[config.mk]
export PLATFORM = sky130hd
export DESIGN_NAME = scsa_front
export DESIGN_NICKNAME = d
export VERILOG_FILES = /design/src/sv/assert_macros.svh /design/src/sv/scsa_pkg.sv /design/src/sv/scsa_front.sv
export SDC_FILE = /design/constraint.sdc
export NUM_CORES = 1
export LEC_CHECK = 0
export BUFFER_PORTS_ARGS = -buffer_cell sky130_fd_sc_hd__buf_2
export CAP_MARGIN = 20
export CORE_MARGIN = 2
export CORE_UTILIZATION = 46
export DETAILED_ROUTE_END_ITERATION = 8
export GPL_ROUTABILITY_DRIVEN = 1
export PLACE_DENSITY = 0.86
export SLEW_MARGIN = 10
export SYNTH_ARGS = -nofsm -noshare
export SYNTH_HDL_FRONTEND = slang
export SYNTH_SLANG_ARGS = --single-unit
export TNS_END_PERCENT = 100
[constraint.sdc]
create_clock -name vclk -period 2.7
set_input_delay 0.27 -clock vclk [all_inputs]
set_output_delay 0.27 -clock vclk [all_outputs]
set_load 0.02 [all_outputs]
[src/sv/assert_macros.svh]
// ----------------------------------------------------------------------------
// Assertion macros
// Shared concurrent assertion forms for the slab allocator modules.
// ----------------------------------------------------------------------------
`ifndef ASSERT_MACROS_SVH
`define ASSERT_MACROS_SVH

// A property that must hold at every clock edge outside reset.
`define ASSERT_ALWAYS(label, clk, rst_n, prop, msg) \
    label: assert property (@(posedge clk) disable iff (!rst_n) (prop)) \
        else $error(msg);

// A condition that, once seen, must be followed by another in the next cycle.
`define ASSERT_NEXT(label, clk, rst_n, ante, cons, msg) \
    label: assert property (@(posedge clk) disable iff (!rst_n) (ante) |=> (cons)) \
        else $error(msg);

`endif

[src/sv/scsa_pkg.sv]
// ----------------------------------------------------------------------------
// Slab allocator package
// Word types, result codes, size-class limits and back-end state type.
// ----------------------------------------------------------------------------
`default_nettype none

package scsa_pkg;

    // Number of slab classes and the class code used for oversize requests.
    localparam int NUM_CLASSES = 6;
    localparam logic [2:0] OVERSIZE_CLASS = 3'd6;

    // Upper byte limit of each class, smallest first.
    localparam logic [9:0] CLASS_BYTES [NUM_CLASSES] = '{
        10'd16, 10'd32, 10'd64, 10'd128, 10'd256, 10'd512
    };

    // Depth of the command queue between front and back.
    localparam int Q_DEPTH = 2;

    // Request kinds.
    localparam logic REQ_ALLOC = 1'b0;
    localparam logic REQ_FREE  = 1'b1;

    // Result status codes.
    typedef enum logic [1:0] {
        ST_ALLOC    = 2'd0,
        ST_FREED    = 2'd1,
        ST_EXHAUST  = 2'd2,
        ST_OVERSIZE = 2'd3
    } t_status;

    // Input word.
    typedef struct packed {
        logic        req_type;
        logic [15:0] req_size;
        logic [2:0]  free_class;
        logic [7:0]  free_slot;
    } t_req;

    // Result word.
    typedef struct packed {
        t_status     status;
        logic [2:0]  size_class;
        logic [7:0]  slot_index;
    } t_rsp;

    // Classified command passed from front to back.
    typedef struct packed {
        logic        is_free;
        logic [2:0]  cls;
        logic [7:0]  slot;
    } t_cmd;

    // Back-end sequencer states.
    typedef enum logic {
        BK_RUN  = 1'b0,
        BK_LINK = 1'b1
    } t_back_state;

endpackage

`default_nettype wire

[src/sv/scsa_front.sv]
// ----------------------------------------------------------------------------
// Slab allocator front end
// Accepts request words and classifies allocations into a size class.
// ----------------------------------------------------------------------------
`default_nettype none

module scsa_front #(
    parameter int HEADER_BYTES = 8
) (
    input  wire              i_valid,
    output logic             o_ready,
    input  scsa_pkg::t_req   i_req,
    output logic             o_push,
    output scsa_pkg::t_cmd   o_cmd,
    input  wire              i_q_ready
);
    import scsa_pkg::*;

    logic [16:0] total;
    logic [2:0]  alloc_cls;

    // Payload plus header, then the smallest class that holds it.
    always_comb begin
        total     = 17'(i_req.req_size) + 17'(HEADER_BYTES);
        alloc_cls = OVERSIZE_CLASS;
        for (int c = NUM_CLASSES - 1; c >= 0; c--) begin
            if (total <= 17'(CLASS_BYTES[c])) begin
                alloc_cls = 3'(c);
            end
        end
    end

    // Build the command word; a free carries its class unchanged.
    always_comb begin
        o_cmd.is_free = (i_req.req_type == REQ_FREE);
        o_cmd.cls     = (i_req.req_type == REQ_FREE) ? i_req.free_class : alloc_cls;
        o_cmd.slot    = i_req.free_slot;
    end

    assign o_ready = i_q_ready;
    assign o_push  = i_valid && i_q_ready;

endmodule

`default_nettype wire

# Word-level counts from Yosys, hierarchy flattened
# Cells that the tools add are included.
classes:
  n_mux: 7
  n_addsub: 1
  n_lt_le_gt_ge: 6
  reduce_logical: 1
op_table:
  columns: ["operator", "n"]
  rows:
  - ["$add A16 B4 Y17 const B", 1]
  - ["$le A17 B10 Y1 const B", 1]
  - ["$le A17 B5 Y1 const B", 1]
  - ["$le A17 B6 Y1 const B", 1]
  - ["$le A17 B7 Y1 const B", 1]
  - ["$le A17 B8 Y1 const B", 1]
  - ["$le A17 B9 Y1 const B", 1]
  - ["$mux W3", 5]
  - ["$mux W2", 2]
  - ["$logic_and A1 B1 Y1", 1]
totals:
  ff_bits: 0

# Logic depth before layout (Yosys ltp)
logic_depth:
  word_depth: 9
  mapped_depth: 8
  mapped_depth_nobuf: 8

# Worst setup path before layout
# OpenSTA, ideal clock, no wires.
synth_path:
  path_type: "input-to-output"
  from: "input i_req[14] (netlist bit)"
  to: "output o_cmd[8] (netlist bit)"
  setup_slack_ns: 0.052
  t_required_ns: 2.430
  n_path_buf: 0
  path_stages: 8
  t_arrival_ns: 2.378
  path_cell_list: "ha_1 and2_2 or4b_1 a21o_1 a2111oi_4 a31oi_1 or3_1 a21oi_1"
synth_lines:
  columns: ["element", "line_no", "text"]
  rows:
  - ["start: declaration", "scsa_front.sv:12", "input scsa_pkg::t_req i_req,"]
  - ["end: declaration", "scsa_front.sv:14", "output scsa_pkg::t_cmd o_cmd,"]

==> summary.md <==
| Metric | Value |
|---|---|
| Outcome | `complete, but fails checks` |
| Failing checks | `setup timing` |
| DRT iter0 DRCs | `31` |
| 1st-pass router iterations | `4` |
| Worst vdd ir | `0.0719 mV` |
| Layout cells sized above 1 | `37.9%` |
| Vias per cell | `5.98` |
| Synth warn | `0` |
| Gr usage total | `18.7%` |
| Sequential share of the synthesized area | `0%` |
| Seq pwr share | `0%` |
| Die width | `42.9 µm` |
| Top cells by area, synth | `buf_4 (12%), nor4_1 (6.3%), o21ai_0 (5.8%), nand2_1 (5.4%), nor2_1 (5.4%)` |
| Final core occ | `61.0%` |
| DP Cell Count | `145` |
| Highest clock rate | `0.360 GHz` |
| Routed wire per std cell | `13.5 µm` |
| Switching power | `61.1 µW` |
| Internal power | `about 48 µW` |
| Fin area | `887 µm²` |
| WL final | `2000 µm` |
| Fillers | `143` |
| # nets final | `approximately 170` |
| GPL Wtd Cong | `0.850` |
| Final Hold Vio Count | `0` |
| Comb power frac | `100.0%` |
| DRC | `0` |
| Core footprint | `1450 µm²` |
| Vias in the first global route | `713` |
| Clock buffer count | `0` |
| Layout area overhead | `27.5%` |
| Clock share of power | `0%` |
| M1 WL | `848 µm` |
| Relative max-transition margin | `roughly two thirds` |
| Cell variety after synth | `42` |
| Cells after Synth | `106` |
| Pre-CTS WS | `between 0.02 and 0.03 ns` |
| Top Layer Used | `met4` |
| Synth top cells by count | `buf_4 (11), nand2_1 (10), nor2_1 (10)` |
| Die Height | `42.9 µm` |
| Setup repair after global routing missed its margin | `yes` |
| Seq_cells | `0` |
| First-pass GRT wire length | `around 2800 µm` |
| Area after DPL | `822 µm²` |
| Rows | `14` |
| Routed wl met2 | `1040 µm` |
| Setup_tns | `-0.0816 ns` |
| Initial Util | `47.8%` |
| Setup violators final | `1` |
| I/O Pins | `44` |
| Req. time, crit path | `roughly 2.4 ns` |
| Yosys top cell by area | `buf_4` |
| Synthesized net count | `138` |
| Antenna-violating nets left | `0` |
| Final min period | `~2.8 ns` |
| Cell Area, Synth | `696 µm²` |
| Pleak | `approximately 0.36 nW` |
| Worst Setup End Kind | `output pin` |
| CP Data Arrival Time | `2.51 ns` |
| Top-count cell post-synth | `buf_4` |
| Worst min path class | `in2out` |
| Crit Path Class | `in2out` |
| Critical path fanouts, max | `2` |
| Worst hold slack | `0.540 ns` |
| Reg area | `0 µm²` |
| DPL Wire Length | `1510 µm` |
| Final period util | `103%` |
| PnR Total Power | `109 µW` |
| CTS hold repair buffers | `0` |
| Largest net degree at the start of global routing | `13` |
| Slew Limit Fails | `0` |
| Total grt overflow | `0` |
| Post-route setup slack | `-0.0816 ns` |
| Diode count | `0` |
| Synthesized area per cell | `6.56 µm²` |
| Crit path launch type | `primary input` |
| P per Cell Area | `between 100 and 150 nW/µm²` |
| Initial antenna violation count | `0` |
| Post-route insts no fill | `around 150` |
| DR WL met3 | `98 µm` |
| Vias | `slightly below 900` |
| PortBufs | `28` |
| Top-area cell type share of the netlist area | `between 10% and 20%` |
| Max cap viols | `0` |
| Sw frac | `approximately 56%` |
| Die area | `1840 µm²` |
| Worst slew pin tran | `0.519 ns` |
==> power by group through the flow <==
stage | combinational [mW] | clock, mW | sequential (mW)
detailed placement | 0.0999 | 0 | 0
floorplan | 0.0740 | 0 | 0
CTS | 0.100 | 0 | 0
global route | 0.119 | 0 | 0
finish | 0.109 | 0 | 0
global placement | 0.0960 | 0 | 0
==> cells by family (layout without fill, tap and decap cells) <==
| kind of cell | count (synthesis) | count (layout) | synth area share, % |
|---|---|---|---|
| compound gates | 28 | 28 | 29.0 |
| xor+xnor | 3 | 3 | 3.78 |
| fa+ha+maj | 2 | 2 | 3.60 |
| buf+inv | 16 | 42 | 15.6 |
| mux | 1 | 1 | 1.44 |
| simple gates | 56 | 56 | 46.6 |
==> worst max-delay path, cell delays in order <==
cell and delay, ns:
buf_8 0.10, ha_4 0.15, and2_4 0.13, or4b_1 0.51, a21o_1 0.22, a2111oi_4 0.36, a31oi_1 0.08, or3_1 0.39
a21oi_2 0.15, buf_4 0.15
==> repair_timing <==
item,in CTS,in global routing
buffers inserted,0,3
endpoints found under the setup margin,0,1
resized for setup,0,11
==> routing by layer <==
layer	global-route usage, %	up-vias
met4	3.13	0
li1	-	448
met2	35.8	30
met3	2.13	2
met1	22.0	405
met5	0	-
==> path summary, 6_finish.rpt <==
path                  depth (start not counted)  slack [ns]       from  endpoint
worst max-delay path                         10       -0.08  i_req[15]  o_cmd[8]
worst min-delay path                          0        0.54   i_req[5]  o_cmd[5]
==> cell type report <==
cell class                      count  area (µm²)  area share (%)
Multi-Input combinational cell     90         611            68.8
Timing Repair Buffer               40         249            28.1
Tap cell                           16        20.0            2.26
Inverter                            2        7.51           0.846
==> cell usage in the layout (no fill, tap or decap), drive strengths merged, types with 3 or more instances in the layout <==
cell type | netlist | layout
a21oi | 7 | 7
and2 | 3 | 3
buf | 13 | 40
nand2 | 10 | 10
nand3 | 5 | 5
nand4 | 4 | 4
nor2 | 10 | 10
nor4 | 7 | 7
o21ai | 8 | 8
or3 | 6 | 6
(Power assumes the default switching activity.)
