### src/sv/assert_macros.svh
// ----------------------------------------------------------------------------
// Assertion macros
// Shared concurrent assertion forms for the slab allocator modules.
// ----------------------------------------------------------------------------
`ifndef ASSERT_MACROS_SVH
`define ASSERT_MACROS_SVH

// A property that must hold at every clock edge outside reset.
`define ASSERT_ALWAYS(label, clk, rst_n, prop, msg) \
    label: assert property (@(posedge clk) disable iff (!rst_n) (prop)) \
        else $error(msg);

// A condition that, once seen, must be followed by another in the next cycle.
`define ASSERT_NEXT(label, clk, rst_n, ante, cons, msg) \
    label: assert property (@(posedge clk) disable iff (!rst_n) (ante) |=> (cons)) \
        else $error(msg);

`endif

### src/sv/scsa_pkg.sv
// ----------------------------------------------------------------------------
// Slab allocator package
// Word types, result codes, size-class limits and back-end state type.
// ----------------------------------------------------------------------------
`default_nettype none

package scsa_pkg;

    // Number of slab classes and the class code used for oversize requests.
    localparam int NUM_CLASSES = 6;
    localparam logic [2:0] OVERSIZE_CLASS = 3'd6;

    // Upper byte limit of each class, smallest first.
    localparam logic [9:0] CLASS_BYTES [NUM_CLASSES] = '{
        10'd16, 10'd32, 10'd64, 10'd128, 10'd256, 10'd512
    };

    // Depth of the command queue between front and back.
    localparam int Q_DEPTH = 2;

    // Request kinds.
    localparam logic REQ_ALLOC = 1'b0;
    localparam logic REQ_FREE  = 1'b1;

    // Result status codes.
    typedef enum logic [1:0] {
        ST_ALLOC    = 2'd0,
        ST_FREED    = 2'd1,
        ST_EXHAUST  = 2'd2,
        ST_OVERSIZE = 2'd3
    } t_status;

    // Input word.
    typedef struct packed {
        logic        req_type;
        logic [15:0] req_size;
        logic [2:0]  free_class;
        logic [7:0]  free_slot;
    } t_req;

    // Result word.
    typedef struct packed {
        t_status     status;
        logic [2:0]  size_class;
        logic [7:0]  slot_index;
    } t_rsp;

    // Classified command passed from front to back.
    typedef struct packed {
        logic        is_free;
        logic [2:0]  cls;
        logic [7:0]  slot;
    } t_cmd;

    // Back-end sequencer states.
    typedef enum logic {
        BK_RUN  = 1'b0,
        BK_LINK = 1'b1
    } t_back_state;

endpackage

`default_nettype wire

### src/sv/scsa_queue.sv
// ----------------------------------------------------------------------------
// Slab allocator command queue
// Short FIFO that decouples classification from list processing.
// ----------------------------------------------------------------------------
`default_nettype none
`include "assert_macros.svh"

module scsa_queue (
    input  wire              i_clk,
    input  wire              i_rst_n,
    input  wire              i_push,
    input  scsa_pkg::t_cmd   i_cmd,
    output logic             o_ready,
    output logic             o_valid,
    output scsa_pkg::t_cmd   o_cmd,
    input  wire              i_pop
);
    import scsa_pkg::*;

    localparam int QAW = (Q_DEPTH > 1) ? $clog2(Q_DEPTH) : 1;
    localparam int QCW = $clog2(Q_DEPTH + 1);

    t_cmd             r_mem [Q_DEPTH];
    logic [QAW-1:0]   r_wr_ptr;
    logic [QAW-1:0]   r_rd_ptr;
    logic [QCW-1:0]   r_count;
    logic             push;
    logic             pop;

    assign o_ready = (r_count != QCW'(Q_DEPTH));
    assign o_valid = (r_count != '0);
    assign o_cmd   = r_mem[r_rd_ptr];
    assign push    = i_push && o_ready;
    assign pop     = i_pop && o_valid;

    // Entry storage.
    always_ff @(posedge i_clk) begin
        if (push) begin
            r_mem[r_wr_ptr] <= i_cmd;
        end
    end

    // Pointers and fill level.
    always_ff @(posedge i_clk) begin
        if (!i_rst_n) begin
            r_wr_ptr <= '0;
            r_rd_ptr <= '0;
            r_count  <= '0;
        end else begin
            if (push) begin
                r_wr_ptr <= (r_wr_ptr == QAW'(Q_DEPTH - 1)) ? '0 : r_wr_ptr + QAW'(1);
            end
            if (pop) begin
                r_rd_ptr <= (r_rd_ptr == QAW'(Q_DEPTH - 1)) ? '0 : r_rd_ptr + QAW'(1);
            end
            if (push && !pop) begin
                r_count <= r_count + QCW'(1);
            end else if (pop && !push) begin
                r_count <= r_count - QCW'(1);
            end
        end
    end

    // The fill level never passes the depth, and a lone pop drops it by one.
    `ASSERT_ALWAYS(a_q_bound, i_clk, i_rst_n, r_count <= QCW'(Q_DEPTH), "queue overfilled")
    `ASSERT_NEXT(a_q_pop, i_clk, i_rst_n, pop && !push, (r_count + QCW'(1)) == $past(r_count), "queue level wrong after pop")

endmodule

`default_nettype wire

### config.mk
export PLATFORM = sky130hd
export DESIGN_NAME = scsa_queue
export DESIGN_NICKNAME = d
export VERILOG_FILES = /design/src/sv/scsa_pkg.sv /design/src/sv/scsa_queue.sv
export VERILOG_INCLUDE_DIRS = /design/src /design/src/sv
export SDC_FILE = /design/constraint.sdc
export NUM_CORES = 1
export LEC_CHECK = 0
export BUFFER_PORTS_ARGS = -buffer_cell sky130_fd_sc_hd__buf_4
export CORE_ASPECT_RATIO = 0.75
export CORE_MARGIN = 5
export CORE_UTILIZATION = 40
export CTS_CLUSTER_SIZE = 12
export DETAILED_ROUTE_END_ITERATION = 8
export GPL_TIMING_DRIVEN = 0
export PLACE_DENSITY = 0.71
export SYNTH_ARGS = -nofsm -noshare
export SYNTH_HDL_FRONTEND = slang
export SYNTH_SLANG_ARGS = --single-unit
### constraint.sdc
create_clock -name i_clk -period 1.4 [get_ports i_clk]
set_input_delay 0.28 -clock i_clk [delete_from_list [all_inputs] [get_ports i_clk]]
set_output_delay 0.28 -clock i_clk [all_outputs]
set_load 0.05 [all_outputs]
* Word-level counts from Yosys, hierarchy flattened
Memories as Yosys holds them, arrays and structs flattened. A register that Yosys moved wholly into a read port is not among the register bits.
Cells that the tools add are included.
** Cells by class
- Add/subtract/negate cells :: 4
- Equal/unequal tests :: 1
- Muxes and demuxes :: 8
- Reduce and logical (&&, ||, !) cells :: 8
** Operator list (count)
- $mux W1 :: 6
- $logic_and A1 B1 Y1 :: 4
- $mux W2 :: 2
- $reduce_bool A2 Y1 :: 2
- $add A1 B1 Y1 const B :: 2
- $add A2 B1 Y2 const B :: 1
- $logic_not A1 Y1 :: 2
- $ne A2 B2 Y1 const B :: 1
- $sub A2 B1 Y2 const B :: 1
** Word-level totals
- Register bits :: 4
- Bits in writable memories :: 24
- Input port bits :: 16
- Output and inout bits :: 14
- Word-level logic and storage cells :: 25
- Memories kept :: 1
** Memories
- r_mem :: depth 2, width 12, read ports 1, clocked after Yosys merged registers in 1, wr ports 1, line scsa_queue.sv:23 : t_cmd r_mem [Q_DEPTH];

* Logic depth before layout (Yosys ltp)
Gate-level depths: netlist of the first run.
- Depth after elaboration :: 6
- Gate-level depth with buffers :: 6
- Depth with buffers taken out :: 6

* Worst setup path before layout of the first run
OpenSTA, ideal clock, no wires.
- Path type :: register to register
- Start point :: register r_count[0]
- End point :: register r_count[1]
- Library setup time :: 0.070 ns
- Arrival :: 1.530 ns
- Data required time :: 1.330 ns
- Setup slack :: -0.200 ns
- Stages on the path, launching flop included :: 6
- Buffers on the path :: 0
- Period minus slack after synthesis :: 1.600 ns
- Cell sequence :: dfxtp_1 -> nand2b_4 -> and2_1 -> ha_1 -> or3_1 -> a21boi_1
** Between the ends
- Word-level cells in the longest chain between the ends :: 5
- Elaborated cells between the ends (all ways) :: 13
- Classes of those cells :: 2 x add/sub; 1 x eq/ne; 2 x mux; 8 x reduce/logical
** Ends and longest elaborated chain
- start: declaration :: line scsa_queue.sv:26 : logic [QCW-1:0] r_count;
- start signal: assignment :: line scsa_queue.sv:57 : r_count <= r_count + QCW'(1);
- start signal: assignment :: line scsa_queue.sv:59 : r_count <= r_count - QCW'(1);
- $ne A2 B2 Y1 * :: line scsa_queue.sv:30 : assign o_ready = (r_count != QCW'(Q_DEPTH));
- via o_ready :: line scsa_queue.sv:13 : output logic o_ready,
- $logic_and A1 B1 Y1 * :: line scsa_queue.sv:33 : assign push = i_push && o_ready;
- via push :: line scsa_queue.sv:27 : logic push;
- $logic_not A1 Y1 :: line scsa_queue.sv:58 : end else if (pop && !push) begin
- $logic_and A1 B1 Y1 :: line scsa_queue.sv:58
- $reduce_bool A2 Y1 (no source line)
The timed path passes the listed nets; every way through them passes the cells marked *. The select of a mux whose other input is x is not followed.
A chain may end at the register's enable or synchronous reset.

==> results.md, run 1 <==
* Setup slack, reg-to-reg at 0 ns
* Die area at 3920 um2
* Worst r2r src: r_count[0]
* DRC errors left at 0
* R2R cell count at 6
* Crit path required time at 1.12 ns
* Detailed Place HPWL at 1.27 mm
* Die Ht at 55.5 um
* Die span in x at 70.7 um
* Grt ovf at 0
* Share of cells above drive strength 1 at 0.621
* Pin count of the biggest net entering global routing at 13
* Worst Hold Depth at 1
* Slew headroom at 0.667
* Asr flop ratio synth at 0
* Worst-case clock buffer depth at 2
* Routed via count at 641
* Startpoint types: register
* Tcrit/Tclk final at 1.09
* Vias/cell at 4.61
* Port Buf Inserts at 29
* Initial antenna violation count at 0
* Worst R2R End: r_count[1]
* Worst path arrival time at 1.24 ns
* CORE AREA at 2620 um2
* Synth Instances at 61
* Hold Path Class: primary input to register
* Post-synth EDFFs at 24
* Starting Density at 0.421
* Slew Limit Fails at 0
* Crit path cell chain: buf_6, mux2_4, buf_8
* ANT nets after route at 0
* Total power at 3.50 mW
* Peak VDD IR at 1110 uV
* Worst path top cell family by delay: flip-flops
* Count of different cell masters after synthesis at 19
* Placer Congestion at 0.705
* Hold Vio Cnt, Final at 0
* Initial DRC Count at 26
* Register area share after synthesis at 0.744
* Total GRT Usage at 0.107
* CTS tree: yes
* Vias in the first global route at 690
* Worst path max stage delay at 0.37 ns
* Setup-failing EPs final at 13
* Final Util at 0.639
* Critical path's slowest cell: dfxtp_4
* WHS Endpoint: r_mem[0][7]
* Average cell area after synthesis at 18.1 um2
* WL per Instance at 14.2 um
* Ant. Diodes at 0
* Synth Net Count at 78
* Skew final at 0.00689 ns
* Clk pin slew, worst setup/hold paths at 0.06 ns
* FP Rows at 16
* Worst Path Max Fanout at 5
* Min cycle time layout at 1.52 ns
* Root buffer cell: clkbuf_8
* Synth-to-layout area growth at 51.9%
* Total CTS buffers at 5
* Fill cells at 202
* Pleak at 0.672 nW
* Worst-Skew Late Latency at 0.27 ns
* Worst Tran Pin Value at 0.498 ns
* H-tree levels at 2
* Io pins at 30
* CP bufs+invs at 2
* DRT Pass-1 Iters at 2
* Final WL at 1.98 mm
* Worst Setup End Kind: output pin
* #FFs+latches synth at 29
* PnR worst setup slack at -0.121 ns
* Kind of critical path: register to output pin
* Total Nets Final at 119
* Outcome: complete, but fails checks
* Failing checks: setup timing
* Global-route wire length before repair at 3.12 mm
* RSZ-0062 raised after global routing: yes
* Clock sinks at 29
* Yosys Warn Count at 0
* Prevailing post-synth register cell: edfxtp_1
* Cell Area, Synth at 1100 um2
* Power Dens Cells at 2090 nW/um2
* Max-cap violations at 0
* F_max at 657 MHz
* HP Start: i_cmd[7]
## layout by cell type (no fill, tap or decap), drive strengths merged
master | netlist | routed
xnor2 | 2 | 2
a21boi | 2 | 2
clkinv | 0 | 2
clkbuf | 0 | 6
xor2 | 1 | 1
and2 | 4 | 4
inv | 1 | 1
a21bo | 1 | 1
o21ai | 2 | 2
nand3b | 1 | 1
and3 | 1 | 1
dfxtp | 5 | 5
ha | 1 | 1
mux2 | 12 | 12
nand2b | 1 | 1
buf | 1 | 35
or3 | 1 | 1
or2 | 1 | 1
edfxtp | 24 | 24
## repair_timing
| action | 4_1_cts | 5_1_grt |
|---|---|---|
| cloned | 1 | 0 |
| setup buffers | 3 | 1 |
| hold buffers | 0 | 0 |
| pin swaps | 1 | 1 |
| gates resized for setup | 44 | 7 |
| setup endpoints to repair | 26 | 14 |
## synth_stat cells, types with 2 or more instances
cell type	n	area share
and2_1	4	0.023
dfxtp_1	5	0.091
edfxtp_1	24	0.65
mux2_2	12	0.12
xnor2_1	2	0.016
## through the flow
step | std cells | hold WS, ns | area (um2) | setup WS, ns | setup TNS [ns]
2_1_floorplan | 61 | 0.379 | 1120 | -0.0749 | -0.0749
3_3_place_gp | 126 | 0.466 | 1380 | -0.0729 | -0.977
3_5_place_dp | 126 | 0.468 | 1380 | -0.0754 | -1.55
4_1_cts | 138 | 0.181 | 1650 | -0.135 | -1.45
5_1_grt | 139 | 0.165 | 1680 | -0.167 | -1.91
6_report | 139 | 0.189 | 1680 | -0.121 | -1.32
## how the worst max path moves through the flow
stage	startpoint	end	slack [ns]	cells past startpoint
floorplan	r_count[0]	r_count[1]	-0.07	6
finish	register	o_cmd[10]	-0.12	3
CTS	register	o_cmd[10]	-0.14	3
detailed placement	r_count[0]	r_mem[1][1]	-0.08	2
global placement	register	o_cmd[10]	-0.07	3
global route	register	o_cmd[10]	-0.17	3
## registers in the layout, indices dropped and copies added, names as in the netlist, named ones only
register and cells:
r_mem 24, r_count 2, r_rd_ptr 1, r_wr_ptr 1
## power by group
group	internal, mW	switching (mW)
Sequential	1.11	0.0775
Combinational	0.818	0.860
Clock	0.343	0.293
Total	2.27	1.23
## cell type report
class / count / area [um2] / share of cell area
plain buffers: 1 / 11.3 / 0.00672
clock buffers: 6 / 72.6 / 0.0433
clock inverters: 2 / 10.0 / 0.00597
inverters: 1 / 3.75 / 0.00224
multi-input cells: 30 / 342 / 0.204
flip-flops and latches: 29 / 832 / 0.496
well taps: 36 / 45.0 / 0.0269
repair buffers: 34 / 360 / 0.215
## cell families (layout without fill, tap and decap cells)
| family | count (synthesis) | count (layout) | synth area share |
|---|---|---|---|
| buffers and inverters | 2 | 44 | 0.00793 |
| AND/OR/NAND/NOR | 9 | 9 | 0.0590 |
| AO/OA/AOI/OAI | 5 | 5 | 0.0317 |
| multiplexers | 12 | 12 | 0.122 |
| XOR/XNOR | 3 | 3 | 0.0238 |
| flip-flops | 29 | 29 | 0.744 |
| adder cells (fa/ha/maj) | 1 | 1 | 0.0113 |
## metal layers
metal	global-route usage	part of all wire	wire, um
met1	0.120	0.42	826
met2	0.171	0.50	989
met3	0.0634	0.073	144
met4	0.0322	0.0071	14
met5	0	0	0
No activity file was read; power rests on OpenSTA's default activity.
==> run 2, diff against run 1 <==
Settings changed: CORE_ASPECT_RATIO 0.75 to 0.6, PLACE_DENSITY 0.71 to 0.66.
==> run 2 against run 1 <==
Effect of this change: design area decreased by 0.75%; wire length is 7.5% higher; largest cell class unchanged; fmax is 1.6% lower; the flow still finishes with violations (setup timing); worst hold slack worse by 0.0071 ns; flip-flop and latch count is the same; critical path depth unchanged; setup slack got worse by 0.025 ns; non-clock buffer count fell by 3; die area is 0.60% higher; combinational power about the same; global-route usage grew 0.64 points; total power increased by 0.11%.
==> results.md, run 2 (synthesis gave the netlist of run 1 again) <==
* Outcome: complete, but fails checks
* Failing checks: setup timing
* Peak VDD IR at 833 uV (-25%)
* Placer Congestion at 0.702 (-0.54%)
* Synth-to-layout area growth at 50.8%
* Non-Filler Instances at 132 (-5.0%)
* Slew headroom at 0.796 (+0.129)
* Worst R2R End: r_count[1]
* Worst Hold Depth at 1 (unchanged)
* Largest Register: r_mem
* Io pins at 30 (unchanged)
* R2R cell count at 6 (unchanged)
* Crit path required time at 1.12 ns (about the same)
* Pin count of the biggest net entering global routing at 13 (unchanged)
* Max FFs per register at 24 (unchanged)
* Total GRT Usage at 0.113 (+0.00638)
* Min cycle time layout at 1.55 ns (+0.0246 ns)
* DRC errors left at 0 (unchanged)
* Worst Path Max Fanout at 5 (unchanged)
* H-tree levels at 2 (unchanged)
* Setup-failing EPs final at 13 (unchanged)
* Initial DRC Count at 50 (+92%)
* Final Util at 0.646 (+0.00695)
* Commonest non-fill, non-tap cell in the layout: edfxtp_1
* ANT nets after route at 0 (unchanged)
* FP Rows at 14 (-2)
* Worst Tran Pin Value at 0.306 ns (-0.193 ns)
* DRT Pass-1 Iters at 3 (+1)
* Setup slack, reg-to-reg at -0.07 ns (-0.07 ns)
* Die area at 3940 um2 (+0.60%)
* F_max at 647 MHz (-1.6%)
* Root buffer cell: clkbuf_8
* WHS Endpoint: r_mem[0][9]
* Share of cells above drive strength 1 at 0.620 (-0.00136)
* Hold Path Class: primary input to register
* Vias in the first global route at 710 (+2.9%)
* Port Buf Inserts at 29 (unchanged)
* Worst-Skew Late Latency at 0.28 ns (about the same)
* PnR worst setup slack at -0.146 ns (-0.0246 ns)
* Post-DP Area at 1380 um2 (-0.36%)
* Total Nets Final at 116 (-2.5%)
* Slew Limit Fails at 0 (unchanged)
* Worst-case clock buffer depth at 2 (unchanged)
* WL per Instance at 16.1 um (+13%)
* Dpl cells at 122 (-3.2%)
* HP Start: i_cmd[9]
* Die span in x at 77.8 um (+10%)
* Clk pin slew, worst setup/hold paths at 0.06 ns (about the same)
* CTS tree: yes
* Power Dens Cells at 2110 nW/um2 (+0.86%)
* Max-cap violations at 0 (unchanged)
* Die Ht at 50.7 um (-8.7%)
* Final WL at 2.12 mm (+7.5%)
* Total CTS buffers at 5 (unchanged)
* Worst r2r src: r_count[0]
* Fill cells at 176 (-13%)
* Worst Setup End Kind: output pin
* Worst path arrival time at 1.27 ns (+0.03 ns)
* Pleak at 0.655 nW (-2.6%)
* RSZ-0062 raised after global routing: yes
* Starting Density at 0.429 (+0.00777)
* Total power at 3.51 mW (+0.11%)
* CORE AREA at 2570 um2 (-1.8%)
* Vias/cell at 4.82 (+4.5%)
* Routed via count at 636 (-0.78%)
* Hold Vio Cnt, Final at 0 (unchanged)
* Most frequent cells in the layout: edfxtp_1 (24), buf_4 (17), buf_8 (14)
* Skew final at 0.00551 ns (-0.00138 ns)
* Finished Cell Area at 1660 um2 (-0.75%)
* Largest registers: r_mem: 24 flops, r_count: 2 flops
* Initial antenna violation count at 0 (unchanged)
* Global-route wire length before repair at 3.24 mm (+3.8%)
* Tcrit/Tclk final at 1.10 (+0.0176)
* Kind of critical path: register to output pin
* Ant. Diodes at 0 (unchanged)
* Grt ovf at 0 (unchanged)
* Startpoint types: register
* Clock sinks at 29 (unchanged)
-- run 2: cell count changes in the layout (fill, tap and decap cells not counted) --
cell / delta
dfxtp_4: -1
buf_8: +1
buf_6: -3
dfxtp_2: +1
inv_1: -1
clkbuf_16: +1
buf_4: -2
clkinvlp_4: +1
-- run 2: through the flow --
stage	setup TNS, ns	worst slack [ns]	hold WS [ns]
5_1_grt	-2.23	-0.191	0.168
6_report	-1.66	-0.146	0.182
4_1_cts	-1.92	-0.169	0.175
3_5_place_dp	-1.21	-0.0795	0.468
2_1_floorplan	-0.0749	-0.0749	0.379
3_3_place_gp	-1.08	-0.0733	0.464
-- run 2: layer usage --
metal  wire length [um]  vias up  part of all wire  global-route usage
met1                880      311              0.41               0.123
met4                 30        0             0.014              0.0514
li1                   -      302                 -                   -
met3                131        4             0.062              0.0679
met2               1080       19              0.51               0.179
met5                  0        -                 0                   0
-- run 2: worst max-delay path, stage by stage, from the launching register on --
cell and delay, ns:
dfxtp_4 0.37, clkbuf_16 0.15, mux2_4 0.31, buf_8 0.15
-- run 2: worst max-delay path by stage --
stage,from,endpoint,slack (ns),cells past startpoint
2_1_floorplan,r_count[0],r_count[1],-0.07,6
3_5_place_dp,register,o_cmd[1],-0.08,3
4_1_cts,register,o_cmd[5],-0.17,3
6_report,register,o_cmd[7],-0.15,3
5_1_grt,register,o_cmd[2],-0.19,3
3_3_place_gp,register,o_cmd[1],-0.07,3
-- run 2: layout make-up --
cell class	count	area, um2	share of cell area
Sequential cell	29	830	0.498
Timing Repair Buffer	31	348	0.209
Multi-Input combinational cell	30	342	0.205
Clock buffer	6	72.6	0.0436
Tap cell	32	40.0	0.0241
Buffer	1	15.0	0.00902
Clock inverter	2	10.0	0.00602
Inverter	1	7.51	0.00451
-- run 2: repair_timing --
| item | CTS | global route |
|---|---|---|
| hold buffers | 0 | 0 |
| setup buffers | 1 | 0 |
| cloned | 0 | 1 |
| gates resized for setup | 26 | 23 |
| setup endpoints to repair | 38 | 14 |
-- run 2: where the power goes --
part / switching [mW] / internal [mW]
Combinational: 0.858 / 0.810
Clock: 0.303 / 0.343
Sequential: 0.0876 / 1.11
